`config.mk`:
```
export PLATFORM = sky130hd
export DESIGN_NAME = pae_link_ram
export DESIGN_NICKNAME = d
export VERILOG_FILES = /design/src/design/pae_link_ram.sv
export SDC_FILE = /design/constraint.sdc
export NUM_CORES = 2
export LEC_CHECK = 0
export ABC_AREA = 0
export BUFFER_PORTS_ARGS = -buffer_cell sky130_fd_sc_hd__buf_2
export CAP_MARGIN = 20
export CORE_AREA = 2 2 477 479
export CTS_CLUSTER_DIAMETER = 200
export DETAILED_ROUTE_END_ITERATION = 7
export DIE_AREA = 0 0 479 481
export GPL_ROUTABILITY_DRIVEN = 0
export HOLD_SLACK_MARGIN = 0.06
export SYNTH_ARGS = -nofsm -noshare
export SYNTH_HDL_FRONTEND = slang
export SYNTH_SLANG_ARGS = --single-unit
```
`constraint.sdc`:
```
create_clock -name clk -period 7.25 [get_ports clk]
set_input_delay 1.45 -clock clk [delete_from_list [all_inputs] [get_ports clk]]
set_output_delay 1.45 -clock clk [all_outputs]
set_load 0.01 [all_outputs]
```
`src/design/pae_link_ram.sv`:
```
`timescale 1ns / 1ps
// ----------------------------------------------------------------------------
// pae_link_ram: one-write, one-read link memory
// Registered read; a write to the address being read in the same cycle is
// returned as the read data (write-first).
// ----------------------------------------------------------------------------
module pae_link_ram #(
    parameter int DEPTH  = 256,
    parameter int WIDTH  = 9,
    parameter int ADDR_W = $clog2(DEPTH)
) (
    input  logic              clk,
    input  logic              we,
    input  logic [ADDR_W-1:0] waddr,
    input  logic [WIDTH-1:0]  wdata,
    input  logic              re,
    input  logic [ADDR_W-1:0] raddr,
    output logic [WIDTH-1:0]  rdata
);

    logic [WIDTH-1:0] mem [DEPTH];
    logic [WIDTH-1:0] rdata_reg;

    always_ff @(posedge clk)
    begin
        if (we)
        begin
            mem[waddr] <= wdata;
        end
    end

    // forward a same-cycle write to the read port
    always_ff @(posedge clk)
    begin
        if (re)
        begin
            if (we && (waddr == raddr))
            begin
                rdata_reg <= wdata;
            end
            else
            begin
                rdata_reg <= mem[raddr];
            end
        end
    end

    assign rdata = rdata_reg;

endmodule

```
Word-level counts from Yosys, hierarchy flattened
Memories as Yosys holds them, arrays and structs flattened. A register that Yosys moved wholly into a read port is not among the register bits. Cells that the tools add are included.

Memories kept: 1. Register bits after elaboration: 0. RAM bits: 2304. Input port bits: 28. Word-level logic and storage cells: 3. Output and inout bits: 9.

Multiplexer cells: 2.

Memory list: mem (depth 256, width 9, read ports 1, clocked after Yosys merged registers in 1, write ports 1, RTL line 21) `logic [WIDTH-1:0] mem [DEPTH];`.

Operators by type and width (count): $mux W1 (2).

Longest topological paths before layout
Word-level depth: 2. Gate-level depth with buffers: 13. Mapped depth without buffers: 7.

Worst setup path before layout
OpenSTA, ideal clock, no wires.

Path type: input to register. Start point: in raddr[0]. End point: reg rdata_reg[6] (netlist: rdata[6]), read port of mem, data pin. Required time: 6985 ps. Buffers on the path: 5. Stages: 10. Path slack: 3415 ps. Setup time: 265 ps. Arrival time: 3570 ps. Path through: buf_6 > buf_6 > buf_4 > buf_4 > buf_2 > mux4_2 > a22oi_1 > a31oi_1 > nor4_1 > a21oi_1.

RTL lines: start, declared (RTL line 17) `input logic [ADDR_W-1:0] raddr,`; end, declared (RTL line 22) `logic [WIDTH-1:0] rdata_reg;`.

==> metrics.md <==
| Metric | Value |
|---|---|
| Status | complete, no violations |
| Slowest stage delay, CP | 570 ps |
| Synthesized instance count | 4346 |
| Netlist cell types | 51 |
| Gr ovfl total | 0 |
| Sw power | 6.00 mW |
| Clock group share of total power | 42.0% |
| CTS tree | done |
| Global-route wire length before repair | 327 mm |
| Via count | 44000 |
| Clock period minus worst slack | 4750 ps |
| Share of cells above drive strength 1 | 21.8% |
| Yosys reg bits | 2313 |
| Largest net degree at the start of global routing | 220 |
| Worst setup SP type | primary input |
| Final Max Slew Viols | 0 |
| Comb power frac | 4.7% |
| Initial antenna violation count | 11 |
| Avg Vias per Cell | 5.74 |
| Port Buffers | 36 |
| Area added between synthesis and finish | 12.3% |
| Clock sink count | 2313 |
| Hold Crit Class | primary input to flop |
| Ys flop type | edfxtp_1 |
| Routed length per instance | 29.6 µm |
| Crit path max-delay family | buffers and inverters |
| Resized Gates After CTS | 0 |
| Critical Path RT | 7860 ps |
| CP Class | primary input to flop |
| Number of synthesis warnings | 0 |
| Tcrit/Tclk final | 65.5% |
| Placed instance count | 7219 |
| Seq pwr share | 53.3% |
| F_max | 211 MHz |
| Final hold vios | 0 |
| Ys async rst share | 0% |
| Num CTS Buffers | 227 |
| Max FFs per register | 2304 |
| Post-route setup TNS | 0 ps |
| Finished Core Util | 44.7% |
| Relative slew slack | 15.1% |
| Initial Util | 39.8% |
| I/O pin cnt | 37 |
| Routed Antenna Nets | 0 |
| Drt first pass iters | 6 |
| Seq/Total Area, Yosys | 77.3% |
| Max clock buf depth | 3 |
| Crit path DAT | 5360 ps |
| H-tree depth | 4 |
| DP HPWL | 138 mm |
| Max stage delay cell, worst path | a22oi_1 |
| Crit path max fanout | 50 |
| Number of global-route vias before repair | 44400 |
| Row count | 175 |
| Setup violations, final | 0 |
| Total Nets Final | 4484 |
| Clock skew after layout | 67.4 ps |
| All-Layer GR Usage | 19.6% |
| Setup Buffers After CTS | 0 |
| Critical path's most frequent cell | buf_12 |
| CP endpoint kind | flop |
| Worst skew pair latency | 890 ps |
| Worst vdd ir | 207 µV |
| Residual DRC | 0 |
| Layout Cells excl Fill | 7664 |
| Die Ht | 481 µm |
| Place WS | 1440 ps |
| Sw frac | 21.7% |
| PD cells | 275 nW/µm² |
| Hold-fix buffers at CTS | 0 |
| Sum of buffers and inverters on the critical path | 4 |
| Leak pwr | 31.2 nW |
| Internal | 21.7 mW |
| Worst Tran Pin Value | 1270 ps |
| Post-Syn Area per Cell | 20.7 µm² |
| Final wirelength | 227 mm |
| Post-synth EDFFs | 2313 |
| # fillers | 18800 |
| DR iter-0 viols | 4770 |
| RSZ-0062 raised after global routing | false |
| Crit path cell chain | buf_8 > buf_12 > buf_12 > buf_12 > mux4_2 > o21ai_0 > nand4_1 > a22oi_1 > a31o_2 > a21oi_1 |
| Netlist Area Pre-Place | 89800 µm² |
| Syn Nets | 4374 |
| Die area | 230000 µm² |
| Core footprint | 226000 µm² |
| Max cap viols | 0 |
| Root Driver | clkbuf_16 |
| Worst Slack Setup Final | 2500 ps |
| Die X-Extent | 479 µm |
| Clk slew on worst S/H paths | 60 ps |
[worst reg2reg max path: cells and delay by family, from the launching register on]
family	cells	cell delay (ps)
simple gates	2	570
compound gates	3	1330
buf+inv	1	180
mux	1	460
flops	1	380
[cell type report]
type	instances	area [µm²]	share of cell area, %
clock buffer	275	5880	5.83
antenna	7	17.5	0.0174
inverter	5	18.8	0.0186
timing repair buffer	156	1450	1.43
tap	3009	3760	3.73
multi-input combinational	1753	18900	18.7
clock inverter	146	1450	1.44
sequential	2313	69500	68.8
[cells in the mapped netlist (2+ instances only)]
| cell | number | share of area [%] |
|---|---|---|
| a2111oi_0 | 17 | 0.17 |
| a211oi_1 | 10 | 0.084 |
| a21o_1 | 8 | 0.067 |
| a21oi_1 | 24 | 0.13 |
| a221oi_1 | 34 | 0.33 |
| a22oi_1 | 156 | 1.3 |
| a31o_2 | 8 | 0.078 |
| a31oi_1 | 8 | 0.056 |
| a41oi_1 | 8 | 0.078 |
| and2_1 | 4 | 0.028 |
| and3_1 | 6 | 0.042 |
| buf_1 | 20 | 0.084 |
| buf_12 | 3 | 0.067 |
| buf_2 | 39 | 0.22 |
| buf_4 | 34 | 0.28 |
| buf_6 | 28 | 0.35 |
| buf_8 | 7 | 0.12 |
| clkbuf_1 | 144 | 0.60 |
| edfxtp_1 | 2313 | 77 |
| inv_1 | 4 | 0.017 |
| mux2_2 | 66 | 0.83 |
| mux2i_1 | 186 | 2.1 |
| mux4_1 | 14 | 0.41 |
| mux4_2 | 443 | 11 |
| nand2_1 | 82 | 0.34 |
| nand2b_1 | 25 | 0.17 |
| nand3_1 | 33 | 0.18 |
| nand4_1 | 27 | 0.19 |
| nor2_1 | 328 | 1.4 |
| nor2b_1 | 16 | 0.11 |
| nor3_1 | 30 | 0.17 |
| nor3b_1 | 2 | 0.017 |
| nor4_1 | 13 | 0.091 |
| o21ai_0 | 44 | 0.25 |
| o221ai_1 | 24 | 0.23 |
| o22ai_1 | 79 | 0.55 |
| o31ai_1 | 11 | 0.092 |
| or2_2 | 5 | 0.035 |
| or3_1 | 25 | 0.17 |
| xor2_1 | 7 | 0.068 |
[path summary, 6_finish.rpt]
path	start	to	slack [ps]	depth (start not counted)
setup / recovery	raddr[0]	rdata[5]	2500	10
setup reg to reg	mem[160][5]	rdata[5]	4030	7
hold reg to reg	mem[213][6]	rdata[6]	1110	5
hold / removal	wdata[1]	mem[130][1]	930	1
[layout by cell type, fill, tap and decap left out, types with 53 or more instances in the layout]
master and count:
edfxtp_1 2313, mux4_2 443, nor2_1 327, clkbuf_16 228
mux2i_1 186, a22oi_1 156, buf_4 100, nand2_1 81
o22ai_1 79, mux2_2 66, clkinv_1 53
[power by group through the flow]
stage	Sequential [mW]	Clock, mW	Combinational [mW]
2_1_floorplan	15.0	0	0.707
3_3_place_gp	15.1	0	1.29
3_5_place_dp	15.1	0	1.31
4_1_cts	14.8	11.8	1.31
5_1_grt	14.8	12.3	1.38
6_report	14.8	11.6	1.30
[metal layers]
| metal | global-route usage, % | up-vias | wire (µm) |
|---|---|---|---|
| met1 | 26.9 | 23500 | 93000 |
| met2 | 32.0 | 1737 | 111000 |
| met4 | 6.67 | 2 | 7730 |
| met5 | 0 | - | 10 |
| li1 | - | 18400 | - |
| met3 | 3.07 | 373 | 14600 |
[kinds of logic after synthesis]
group	Yosys count	synth area share, %
flops	2313	77.3
mux	709	14.4
simple gates	598	2.94
compound gates	438	3.49
buf+inv	280	1.74
xor+xnor	8	0.0780
[metrics by stage]
stage | instance area (µm²) | hold WS [ps] | power, mW
floorplan | 89800 | 949 | 15.7
global placement | 93300 | 1110 | 16.3
detailed placement | 93400 | 1110 | 16.4
CTS | 101000 | 882 | 27.9
global route | 101000 | 903 | 28.5
finish | 101000 | 928 | 27.7
Power figures use the tool's default switching activity.
